`src/hdl/imtc_pkg.sv`:
```
// imtc_pkg: shared types and constants for the ipv4 mask text checker
// no dependencies; imported by imtc_core, ipv4_mask_text_checker_unit and tb_top
package imtc_pkg;

  localparam logic [7:0] CHAR_TERM  = 8'h00;
  localparam logic [7:0] CHAR_DOT   = 8'h2E;
  localparam logic [7:0] CHAR_SLASH = 8'h2F;
  localparam logic [7:0] CHAR_ZERO  = 8'h30;
  localparam logic [7:0] CHAR_NINE  = 8'h39;

  localparam int unsigned PART_W = 9;
  localparam int unsigned WIDE_W = 12;  // holds 255*10+9

  localparam logic [WIDE_W-1:0] OCTET_MAX  = 12'd255;
  localparam logic [WIDE_W-1:0] PREFIX_MAX = 12'd32;
  localparam logic [WIDE_W-1:0] RADIX      = 12'd10;
  localparam logic [1:0]        DOTS_NEEDED = 2'd3;

  typedef struct packed {
    logic       valid;
    logic [7:0] char_code;
  } step_req_t;

  typedef struct packed {
    logic valid;
    logic address_ok;
  } step_rsp_t;

endpackage

```
`src/hdl/imtc_core.sv`:
```
// imtc_core: parser state registers and the per-character update logic
// depends on imtc_pkg
module imtc_core (
  input  logic                clk,
  input  logic                rst_n,
  input  imtc_pkg::step_req_t req,
  output imtc_pkg::step_rsp_t rsp
);
  import imtc_pkg::*;

  logic [PART_W-1:0] part_value_r, part_value_nxt;
  logic              has_digits_r, has_digits_nxt;
  logic [1:0]        dot_count_r, dot_count_nxt;
  logic              in_mask_r, in_mask_nxt;
  logic              failed_r, failed_nxt;

  logic              is_digit;
  logic [3:0]        digit;
  logic [WIDE_W-1:0] wide_value;
  logic [WIDE_W-1:0] limit;

  assign is_digit   = (req.char_code >= CHAR_ZERO) && (req.char_code <= CHAR_NINE);
  assign digit      = req.char_code[3:0];
  assign wide_value = {{(WIDE_W-PART_W){1'b0}}, part_value_r} * RADIX
                      + {{(WIDE_W-4){1'b0}}, digit};
  assign limit      = in_mask_r ? PREFIX_MAX : OCTET_MAX;

  always_comb begin
    part_value_nxt = part_value_r;
    has_digits_nxt = has_digits_r;
    dot_count_nxt  = dot_count_r;
    in_mask_nxt    = in_mask_r;
    failed_nxt     = failed_r;
    rsp.valid      = 1'b0;
    rsp.address_ok = 1'b0;
    if (req.valid) begin
      if (req.char_code == CHAR_TERM) begin
        rsp.valid      = 1'b1;
        rsp.address_ok = !failed_r && (dot_count_r == DOTS_NEEDED) && has_digits_r;
        part_value_nxt = '0;
        has_digits_nxt = 1'b0;
        dot_count_nxt  = '0;
        in_mask_nxt    = 1'b0;
        failed_nxt     = 1'b0;
      end else if (!failed_r) begin
        if (is_digit) begin
          if (!has_digits_r) begin
            part_value_nxt = {{(PART_W-4){1'b0}}, digit};
            has_digits_nxt = 1'b1;
          end else if (part_value_r == '0) begin
            failed_nxt = 1'b1;  // leading zero
          end else if (wide_value > limit) begin
            failed_nxt = 1'b1;
          end else begin
            part_value_nxt = wide_value[PART_W-1:0];
          end
        end else if (req.char_code == CHAR_DOT) begin
          if (dot_count_r == DOTS_NEEDED || !has_digits_r) begin
            failed_nxt = 1'b1;
          end else begin
            dot_count_nxt  = dot_count_r + 2'd1;
            has_digits_nxt = 1'b0;
          end
        end else if (req.char_code == CHAR_SLASH) begin
          if (in_mask_r || !has_digits_r) begin
            failed_nxt = 1'b1;
          end else begin
            in_mask_nxt    = 1'b1;
            has_digits_nxt = 1'b0;
          end
        end else begin
          failed_nxt = 1'b1;
        end
      end
    end
  end

  always_ff @(posedge clk) begin
    if (!rst_n) begin
      part_value_r <= '0;
      has_digits_r <= 1'b0;
      dot_count_r  <= '0;
      in_mask_r    <= 1'b0;
      failed_r     <= 1'b0;
    end else begin
      part_value_r <= part_value_nxt;
      has_digits_r <= has_digits_nxt;
      dot_count_r  <= dot_count_nxt;
      in_mask_r    <= in_mask_nxt;
      failed_r     <= failed_nxt;
    end
  end

  // a terminator leaves the parser in its start state
  a_term_clears: assert property (@(posedge clk) disable iff (!rst_n)
    req.valid && req.char_code == CHAR_TERM |=>
      part_value_r == '0 && !has_digits_r && dot_count_r == '0 && !in_mask_r && !failed_r)
    else $error("parser state not cleared after terminator");

  // rejection holds until the string ends
  a_failed_sticky: assert property (@(posedge clk) disable iff (!rst_n)
    failed_r && !(req.valid && req.char_code == CHAR_TERM) |=> failed_r && $stable(part_value_r))
    else $error("rejection flag dropped mid-string");

  a_octet_range: assert property (@(posedge clk) disable iff (!rst_n)
    part_value_r <= OCTET_MAX[PART_W-1:0])
    else $error("part value above octet range");

  a_prefix_range: assert property (@(posedge clk) disable iff (!rst_n)
    in_mask_r && has_digits_r |-> part_value_r <= PREFIX_MAX[PART_W-1:0])
    else $error("prefix length above limit");

endmodule

```
`src/hdl/ipv4_mask_text_checker_unit.sv`:
```
// ipv4_mask_text_checker_unit: checks dotted-quad ipv4 text with optional /prefix
// path: a terminator item passes the input register, then the parser; its result is registered in the output register
// throughput: one character item per cycle; only a terminator item is held in the input register,
// and only while a finished result waits in the output register and out_stall is high
// reset: synchronous active-low rst_n clears the parser and both valid flags
// depends on imtc_pkg and imtc_core
module ipv4_mask_text_checker_unit (
  input  logic       clk,
  input  logic       rst_n,
  input  logic       in_valid,
  output logic       in_stall,
  input  logic [7:0] in_char_code,
  output logic       out_valid,
  input  logic       out_stall,
  output logic       out_address_ok
);
  import imtc_pkg::*;

  logic       in_valid_r, in_valid_nxt;
  logic [7:0] in_char_r, in_char_nxt;
  logic       out_valid_r, out_valid_nxt;
  logic       out_ok_r, out_ok_nxt;
  logic       advance;
  step_req_t  req;
  step_rsp_t  rsp;

  // non-terminators never produce an item, so only terminators wait on the output
  assign advance  = in_valid_r && ((in_char_r != CHAR_TERM) || !out_valid_r || !out_stall);
  assign in_stall = in_valid_r && !advance;

  assign req.valid     = advance;
  assign req.char_code = in_char_r;

  imtc_core u_core (
    .clk   (clk),
    .rst_n (rst_n),
    .req   (req),
    .rsp   (rsp)
  );

  always_comb begin
    in_valid_nxt = in_valid_r;
    in_char_nxt  = in_char_r;
    if (!in_stall) begin
      in_valid_nxt = in_valid;
      in_char_nxt  = in_char_code;
    end
    out_valid_nxt = out_valid_r;
    out_ok_nxt    = out_ok_r;
    if (rsp.valid) begin
      out_valid_nxt = 1'b1;
      out_ok_nxt    = rsp.address_ok;
    end else if (!out_stall) begin
      out_valid_nxt = 1'b0;
    end
  end

  always_ff @(posedge clk) begin
    if (!rst_n) begin
      in_valid_r  <= 1'b0;
      out_valid_r <= 1'b0;
    end else begin
      in_valid_r  <= in_valid_nxt;
      out_valid_r <= out_valid_nxt;
    end
  end

  always_ff @(posedge clk) begin
    in_char_r <= in_char_nxt;
    out_ok_r  <= out_ok_nxt;
  end

  assign out_valid      = out_valid_r;
  assign out_address_ok = out_ok_r;

  // a result never overwrites one that is still waiting
  a_no_overwrite: assert property (@(posedge clk) disable iff (!rst_n)
    rsp.valid |-> !out_valid_r || !out_stall)
    else $error("result dropped in output register");

  // only a terminator is ever held back
  a_stall_term: assert property (@(posedge clk) disable iff (!rst_n)
    in_stall |-> in_valid_r && in_char_r == CHAR_TERM && out_valid_r)
    else $error("input stalled without a pending terminator");

  a_result_from_term: assert property (@(posedge clk) disable iff (!rst_n)
    $rose(out_valid_r) |-> $past(advance) && $past(in_char_r) == CHAR_TERM)
    else $error("result without terminator");

endmodule

```
`config.mk`:
```
export PLATFORM = sky130hd
export DESIGN_NAME = ipv4_mask_text_checker_unit
export DESIGN_NICKNAME = d
export VERILOG_FILES = /design/src/hdl/imtc_pkg.sv /design/src/hdl/imtc_core.sv /design/src/hdl/ipv4_mask_text_checker_unit.sv
export SDC_FILE = /design/constraint.sdc
export NUM_CORES = 1
export LEC_CHECK = 0
export ABC_AREA = 1
export BUFFER_PORTS_ARGS = -buffer_cell sky130_fd_sc_hd__buf_4
export CAP_MARGIN = 10
export CORE_MARGIN = 3
export CORE_UTILIZATION = 55
export DETAILED_ROUTE_END_ITERATION = 6
export GPL_TIMING_DRIVEN = 1
export PLACE_DENSITY = 0.8
export SLEW_MARGIN = 20
export SYNTH_ARGS = -nofsm -noshare
export SYNTH_HDL_FRONTEND = slang
export SYNTH_SLANG_ARGS = --single-unit
```
`constraint.sdc`:
```
create_clock -name clk -period 4.4 [get_ports clk]
set_clock_uncertainty 0.05 [all_clocks]
set_input_delay 0.88 -clock clk [delete_from_list [all_inputs] [get_ports clk]]
set_output_delay 0.88 -clock clk [all_outputs]
set_load 0.05 [all_outputs]
```
==> Flow_metrics.wiki, run 1 <==
{| class="wikitable"
! Metric !! Value
|-
| Last weighted congestion value of the routability-driven placer || just under 0.9
|-
| Number of placed cells counting well taps || approximately 370
|-
| Capture point of the worst reg-to-reg path || u_core.part_value_r[0]
|-
| Path type of the worst setup path || flip-flop to flip-flop
|-
| Internal power component || 0.323 mW
|-
| Post-route insts no fill || around 370
|-
| Timing startpoint of the critical path || u_core.part_value_r[1]
|-
| Cells resized by post-CTS repair || 0
|-
| Core outline area || 3740 µm²
|-
| Maximum level of the CTS H-tree || 1
|-
| Delay of the slowest cell on the worst path || about 0.40 ns
|-
| Final-report hold violation count || 0
|-
| Number of post-CTS setup repair buffers || 0
|-
| Cell taking the most area after synthesis || sky130_fd_sc_hd__dfxtp_1
|-
| Worst Hold Class || flip-flop to flip-flop
|-
| Launching point of the worst reg2reg path || u_core.part_value_r[1]
|-
| Number of port buffers || 14
|-
| Critical path's top delay family || simple AND/OR/NAND/NOR gates
|-
| Leak || around 1.2 nW
|-
| Residual overflow from global routing || 0
|-
| Final Max Slew Viols || 0
|-
| Clk Latency, worst-skew pair || around 0.27 ns
|-
| Main flop type after synthesis || sky130_fd_sc_hd__dfxtp_1
|-
| Post-synthesis instance area || ~2200 µm²
|-
| Total half-perimeter wirelength after legalization and detailed placement || roughly 3600 µm
|-
| TritonCTS clock tree || built
|-
| Power per standard cell area || around 180 nW/µm²
|-
| Cts bufs inserted || 3
|-
| Clock share of power || about a third
|-
| Flip-flop and latch count after synthesis || 25
|-
| Worst max-slew margin expressed relative to the limit || about 43%
|-
| Number of design-rule violations left by the first detailed-router iteration || about 120
|-
| Cell mode on critical path || sky130_fd_sc_hd__nand2_1
|-
| Worst Max-Slew Pin Slew || 0.848 ns
|-
| Initial core utilization || between 50 and 60%
|-
| Kind of end point of the critical path || flip-flop
|-
| Number of placement rows || 22
|-
| Post-synth EDFFs || 9
|-
| RSZ-0062 raised after global routing || no
|-
| CP max-delay cell || sky130_fd_sc_hd__fa_1
|-
| Number of setup violations in the final report || 0
|-
| CTS Root Buffer Type || sky130_fd_sc_hd__clkbuf_8
|-
| Maximum fanout count along the critical path || 12
|-
| Avg Inst Size Synth || 7.08 µm²
|-
| Most used standard cell by instance count after synthesis || sky130_fd_sc_hd__nand2_1
|-
| Type of element launching the critical path || flip-flop
|-
| Power dissipated by switching net loads || 0.0934 mW
|-
| Growth of design area from synthesis to finish || 8.83%
|-
| R2r worst-path depth || 25
|-
| FF-to-FF setup slack || around 0.50 ns
|-
| Chip width || ~69 µm
|-
| Final critical-path share of the clock period || 88.6%
|-
| Run status || complete, no violations
|-
| Number of stages on the worst hold path || 2
|-
| Count of nets after finishing || roughly 360
|-
| Critical path data required time || 4.50 ns
|-
| Routed length per instance || 11.6 µm
|-
| Number of global-route vias before repair || approximately 1,700
|-
| Area contributors post-synth || sky130_fd_sc_hd__dfxtp_1, sky130_fd_sc_hd__ha_1, sky130_fd_sc_hd__nand2_1, sky130_fd_sc_hd__edfxtp_1, sky130_fd_sc_hd__nand3_1
|-
| Final hold slack || between 0.4 and 0.5 ns
|-
| Share of layout cells above drive strength 1 || between 10% and 20%
|-
| Pin count of the biggest net entering global routing || 15
|-
| Die Footprint || approximately 4800 µm²
|-
| Min Clock Period, post-route || between 3 and 4 ns
|-
| Number of nets with antenna violations after routing || 0
|-
| CTS sink cnt || 25
|-
| Hold path endpoint || u_core.dot_count_r[1]
|-
| First-pass GRT wire length || 7330 µm
|-
| Post-CTS Hold Fix Bufs || 0
|-
| Clock-pin slew reported for the worst setup and hold paths after clock tree synthesis || approximately 0.09 ns
|-
| Number of nets produced by synthesis || 347
|-
| DRC violations left || 0
|-
| Final Total Pwr || ~0.42 mW
|-
| Fraction of registers with async set or reset after synthesis || 0%
|-
| Synthesis Warnings || 0
|-
| Ant diodes || 0
|-
| CTS max path bufs || 2
|-
| Portion of the post-synthesis area used by sequential elements || between 20% and 30%
|-
| Arrival time worst endpoint || around 4.0 ns
|-
| Switching Fraction || roughly 22%
|-
| Drt total wl || roughly 4300 µm
|-
| Yosys top cell area share || 14.7%
|-
| Commonest cells in the synthesized netlist || sky130_fd_sc_hd__nand2_1, sky130_fd_sc_hd__inv_1, sky130_fd_sc_hd__nand3_1
|-
| Crit path buf inv count || 4
|-
| Count of unique library cells instantiated by Yosys || 34
|-
| Via-per-instance ratio || roughly 5.4
|-
| Antenna violations before repair || 0
|-
| Tot GR Track Use || 20.1%
|-
| Total number of vias || around 2,000
|-
| Vertical extent of the die || a little under 70 µm
|-
| Startpoint of the lowest-slack hold path || u_core.dot_count_r[1]
|-
| Total iterations of the first detailed-routing run || 4
|-
| Fmax achieved || 256 MHz
|-
| Num ports || 15
|-
| Max Cap Violations || 0
|-
| Register share of total power || between 60% and 70%
|-
| Total Negative Setup Slacks || 0 ns
|-
| Cell count after synthesis || around 310
|-
| Peak supply drop || roughly 180 µV
|-
| Logic gate share of total power || 7.9%
|}
stage by stage:
step	instance area, µm²	util (%)	setup WS [ns]
2_1_floorplan	2180	-	1.02
3_3_place_gp	2330	62.2	0.669
3_5_place_dp	2330	62.2	0.529
4_1_cts	2370	63.4	0.507
5_1_grt	2370	63.4	0.178
6_report	2370	63.4	0.500
final cells by class:
cell class              count  area (µm²)
clock buffers               3        41.3
clock inverters             1        5.00
fillers                   364        1370
inverters                  45         169
multi-input cells         236        1400
flip-flops and latches     25         591
well taps                  48        60.1
repair buffers             14         105
worst min-delay path, stage by stage, from the launching register on:
cell and delay [ns]:
sky130_fd_sc_hd__dfxtp_1 0.32, sky130_fd_sc_hd__inv_1 0.05, sky130_fd_sc_hd__a211oi_1 0.05
cell families (layout without fill, tap and decap cells):
logic type                 Yosys count  after routing  share of synthesized area, %
DFF                                 25             25                          27.1
and+or+nand+nor                    175            175                          38.7
AOI/OAI and AO/OA                   32             32                          8.66
xor gates and xnor gates             2              2                         0.803
buffers and inverters               47             63                          8.60
adders and majority gates           27             27                          16.2
routing by layer:
metal | up-vias | wire [µm] | track usage, %
met4 | 0 | 25 | 3.41
li1 | 1044 | - | -
met2 | 47 | 1960 | 33.0
met1 | 903 | 2100 | 28.5
met5 | - | 0 | 0
met3 | 4 | 226 | 2.59
flip-flops by register name (all words and copies together) (netlist names):
signal	flops
u_core.dot_count_r	2
u_core.failed_r	1
out_address_ok	1
u_core.part_value_r	9
out_valid	1
in_char_r	8
u_core.in_mask_r	1
u_core.has_digits_r	1
in_valid_r	1
power by group through the flow:
stage,combinational [mW],clock [mW],sequential (mW)
global placement,0.0324,0,0.255
CTS,0.0334,0.135,0.250
floorplan,0.0203,0,0.254
detailed placement,0.0330,0,0.255
finish,0.0330,0.133,0.250
global route,0.0380,0.148,0.251
layout by cell type, fill, tap and decap left out, types with 2 or more instances in the layout:
cell                        n
sky130_fd_sc_hd__or3_1      2
sky130_fd_sc_hd__clkinv_1   2
sky130_fd_sc_hd__o21ai_0    2
sky130_fd_sc_hd__inv_2      5
sky130_fd_sc_hd__fa_1       2
sky130_fd_sc_hd__edfxtp_1   9
sky130_fd_sc_hd__o21a_1     2
sky130_fd_sc_hd__nor4_1     3
sky130_fd_sc_hd__ha_1      25
sky130_fd_sc_hd__nand4_1    2
sky130_fd_sc_hd__nor2_2     5
sky130_fd_sc_hd__nand3_2    8
sky130_fd_sc_hd__xor2_1     2
sky130_fd_sc_hd__a21oi_1   22
sky130_fd_sc_hd__buf_4     14
sky130_fd_sc_hd__nand2_2   11
sky130_fd_sc_hd__inv_1     38
sky130_fd_sc_hd__nand2_1   79
sky130_fd_sc_hd__or2_2      2
sky130_fd_sc_hd__nor2_1    27
sky130_fd_sc_hd__nand3_1   30
sky130_fd_sc_hd__a211oi_1   2
sky130_fd_sc_hd__clkbuf_8   3
sky130_fd_sc_hd__dfxtp_1   16
how the worst max path moves through the flow:
stage                                   to  slack [ns]  cells after the start
finish              u_core.part_value_r[0]        0.50                     25
global route        u_core.part_value_r[6]        0.18                     25
CTS                 u_core.part_value_r[0]        0.51                     25
detailed placement  u_core.part_value_r[0]        0.53                     25
global placement    u_core.part_value_r[6]        0.67                     25
floorplan           u_core.part_value_r[2]        1.02                     26
No activity file was read; power rests on OpenSTA's default activity.
==> run 2, diff against run 1 <==
ABC_CLOCK_PERIOD_IN_PS = 5000   (was unset)
clock period = 5 ns   (was 4.4 ns; I/O delays follow)
==> run 2 against run 1 <==
Effect of this change:
- sequential power shrank 12%
- largest power group unchanged
- wire length increased by 1.3%
- fmax barely moved
- clock power down 12%
- clock-buffer cell count is the same
- non-clock buffer count is the same
- critical path type unchanged
- combinational power down 12%
- global-route usage grew 0.17 points
- final cell count unchanged
==> Flow_metrics.wiki, run 2 (synthesis gave the netlist of run 1 again) <==
{| class="wikitable"
! Metric !! Value
|-
| Initial core utilization || 58.3% (unchanged)
|-
| Share of layout cells above drive strength 1 || 16.7% (unchanged)
|-
| Cells resized by post-CTS repair || 0 (unchanged)
|-
| CTS sink cnt || 25 (unchanged)
|-
| Power per standard cell area || 154 nW/µm² (was 175 nW/µm²)
|-
| Capture point of the worst reg-to-reg path || u_core.part_value_r[0] (unchanged)
|-
| First-pass GRT wire length || 7450 µm (was 7330 µm)
|-
| Filler cell count || 369 (was 364)
|-
| Antenna violations before repair || 0 (unchanged)
|-
| Total number of vias || 1,998 (unchanged)
|-
| Arrival time worst endpoint || 4.00 ns (about the same)
|-
| Most frequent standard cell in the layout excluding fill and tap cells || sky130_fd_sc_hd__nand2_1 (unchanged)
|-
| Summed area of non-filler cells in the final layout || 2370 µm² (unchanged)
|-
| Tot GR Track Use || 20.3% (was 20.1%)
|-
| Total Negative Setup Slacks || 0 ns (unchanged)
|-
| Register share of total power || 60.1% (was 60.0%)
|-
| Post-placement cell area || 2330 µm² (unchanged)
|-
| Count of nets after finishing || 364 (unchanged)
|-
| Post-CTS Hold Fix Bufs || 0 (unchanged)
|-
| Internal power component || 0.284 mW (was 0.323 mW)
|-
| Worst max-slew margin expressed relative to the limit || 42.9% (was 43.3%)
|-
| Maximum level of the CTS H-tree || 1 (unchanged)
|-
| Max reg flops || 9 (unchanged)
|-
| Worst Max-Slew Pin Slew || 0.854 ns (was 0.848 ns)
|-
| Largest registers || u_core.part_value_r x9, in_char_r x8, u_core.dot_count_r x2 (unchanged)
|-
| R2r worst-path depth || 25 (unchanged)
|-
| Clock-pin slew reported for the worst setup and hold paths after clock tree synthesis || 0.09 ns (about the same)
|-
| Power dissipated by switching net loads || 0.0823 mW (was 0.0934 mW)
|-
| Kind of end point of the critical path || flip-flop (unchanged)
|-
| Core outline area || 3740 µm² (unchanged)
|-
| Via-per-instance ratio || 5.37 (unchanged)
|-
| Number of placement rows || 22 (unchanged)
|-
| Number of global-route vias before repair || 1,706 (was 1,712)
|-
| Delay of the slowest cell on the worst path || 0.40 ns (about the same)
|-
| CP max-delay cell || sky130_fd_sc_hd__fa_1 (unchanged)
|-
| Final Max Slew Viols || 0 (unchanged)
|-
| Register with the highest flop count || u_core.part_value_r (unchanged)
|-
| CTS Root Buffer Type || sky130_fd_sc_hd__clkbuf_8 (unchanged)
|-
| Worst Hold Class || flip-flop to flip-flop (unchanged)
|-
| Pin count of the biggest net entering global routing || 15 (unchanged)
|-
| Critical path data required time || 5.10 ns (was 4.50 ns)
|-
| Vertical extent of the die || 69.0 µm (unchanged)
|-
| Ant diodes || 0 (unchanged)
|-
| Number of nets with antenna violations after routing || 0 (unchanged)
|-
| Peak supply drop || 200 µV (was 184 µV)
|-
| Number of post-CTS setup repair buffers || 0 (unchanged)
|-
| Maximum fanout count along the critical path || 12 (unchanged)
|-
| Min Clock Period, post-route || 3.90 ns (about the same)
|-
| Launching point of the worst reg2reg path || u_core.part_value_r[1] (unchanged)
|-
| Number of setup violations in the final report || 0 (unchanged)
|-
| Final critical-path share of the clock period || 78.1% (was 88.6%)
|-
| Timing startpoint of the critical path || u_core.part_value_r[1] (unchanged)
|-
| Clock share of power || 32.0% (about the same)
|-
| Die Footprint || 4760 µm² (unchanged)
|-
| Last weighted congestion value of the routability-driven placer || 0.889 (about the same)
|-
| Leak || 1.21 nW (unchanged)
|-
| Total iterations of the first detailed-routing run || 4 (unchanged)
|-
| FF-to-FF setup slack || 1.10 ns (was 0.50 ns)
|-
| RSZ-0062 raised after global routing || no (unchanged)
|-
| Number of design-rule violations left by the first detailed-router iteration || 89 (was 115)
|-
| Cell mode on critical path || sky130_fd_sc_hd__nand2_1 (unchanged)
|-
| Routed length per instance || 11.8 µm (was 11.6 µm)
|-
| TritonCTS clock tree || built (unchanged)
|-
| Final Total Pwr || 0.366 mW (was 0.416 mW)
|-
| Area taken by flip-flops and latches || 591 µm² (unchanged)
|-
| Cts bufs inserted || 3 (unchanged)
|-
| Max Cap Violations || 0 (unchanged)
|-
| Clk Latency, worst-skew pair || 0.26 ns (was 0.27 ns)
|-
| Chip width || 69.0 µm (unchanged)
|-
| Multi-input gate area || 1400 µm² (unchanged)
|-
| DRC violations left || 0 (unchanged)
|-
| Number of port buffers || 14 (unchanged)
|-
| Growth of design area from synthesis to finish || 8.83% (unchanged)
|-
| Num ports || 15 (unchanged)
|-
| Drt total wl || 4370 µm (was 4320 µm)
|-
| Run status || complete, no violations (unchanged)
|-
| Residual overflow from global routing || 0 (unchanged)
|-
| Critical Path End || u_core.part_value_r[0] (unchanged)
|-
| Fmax achieved || 256 MHz (about the same)
|-
| Path type of the worst setup path || flip-flop to flip-flop (unchanged)
|-
| Final-report hold violation count || 0 (unchanged)
|-
| CTS max path bufs || 2 (unchanged)
|-
| Final core utilization || 63.4% (unchanged)
|-
| Total half-perimeter wirelength after legalization and detailed placement || 3640 µm (about the same)
|-
| Highest-count cells in the layout ignoring fill and taps || sky130_fd_sc_hd__nand2_1, sky130_fd_sc_hd__inv_1, sky130_fd_sc_hd__nand3_1, sky130_fd_sc_hd__nor2_1, sky130_fd_sc_hd__ha_1 (unchanged)
|-
| Switching Fraction || 22.5% (was 22.4%)
|-
| Type of element launching the critical path || flip-flop (unchanged)
|-
| Logic gate share of total power || 7.9% (about the same)
|}
-- run 2: cell counts in the layout (fill, tap and decap cells not counted) --
Identical to the previous run, type by type.
-- run 2: layout make-up --
cell class / count / share of cell area, %
Clock inverter: 1 / 0.211
Timing Repair Buffer: 14 / 4.43
Clock buffer: 3 / 1.74
Inverter: 45 / 7.11
Sequential cell: 25 / 24.9
Tap cell: 48 / 2.53
Multi-Input combinational cell: 236 / 59.1
-- run 2: worst max-delay path, delay by kind of cell, from the launching register on --
family                   cells  cell delay (ns)
flip-flops                   1             0.37
adder cells (fa/ha/maj)      4             1.18
AO/OA/AOI/OAI                1             0.07
AND/OR/NAND/NOR             16             1.83
buffers and inverters        4             0.27
-- run 2: power by group through the flow --
stage / logic (mW) / clock network, mW / registers, mW
floorplan: 0.0179 / 0 / 0.223
detailed placement: 0.0289 / 0 / 0.224
finish: 0.0291 / 0.117 / 0.220
global placement: 0.0285 / 0 / 0.224
CTS: 0.0293 / 0.119 / 0.220
global route: 0.0336 / 0.131 / 0.221
-- run 2: how the worst min path moves through the flow --
stage / startpoint / end / slack (ns) / depth (start not counted)
floorplan: u_core.dot_count_r[1] / u_core.dot_count_r[1] / 0.38 / 2
global placement: u_core.dot_count_r[1] / u_core.dot_count_r[1] / 0.40 / 2
detailed placement: u_core.dot_count_r[1] / u_core.dot_count_r[1] / 0.40 / 2
CTS: u_core.dot_count_r[1] / u_core.dot_count_r[1] / 0.42 / 2
global route: u_core.dot_count_r[1] / u_core.dot_count_r[1] / 0.46 / 2
finish: u_core.dot_count_r[1] / u_core.dot_count_r[1] / 0.41 / 2
-- run 2: metal layers --
layer / GRT usage, % / routed length (µm)
met4: 3.16 / 43
met5: 0 / 0
met1: 29.9 / 2220
met3: 2.92 / 152
met2: 31.8 / 1960
-- run 2: through the flow --
step,instances,setup WS [ns],hold slack (ns)
2_1_floorplan,308,1.62,0.384
3_3_place_gp,368,1.27,0.400
3_5_place_dp,368,1.13,0.402
4_1_cts,372,1.12,0.415
5_1_grt,372,0.765,0.456
6_report,372,1.10,0.413
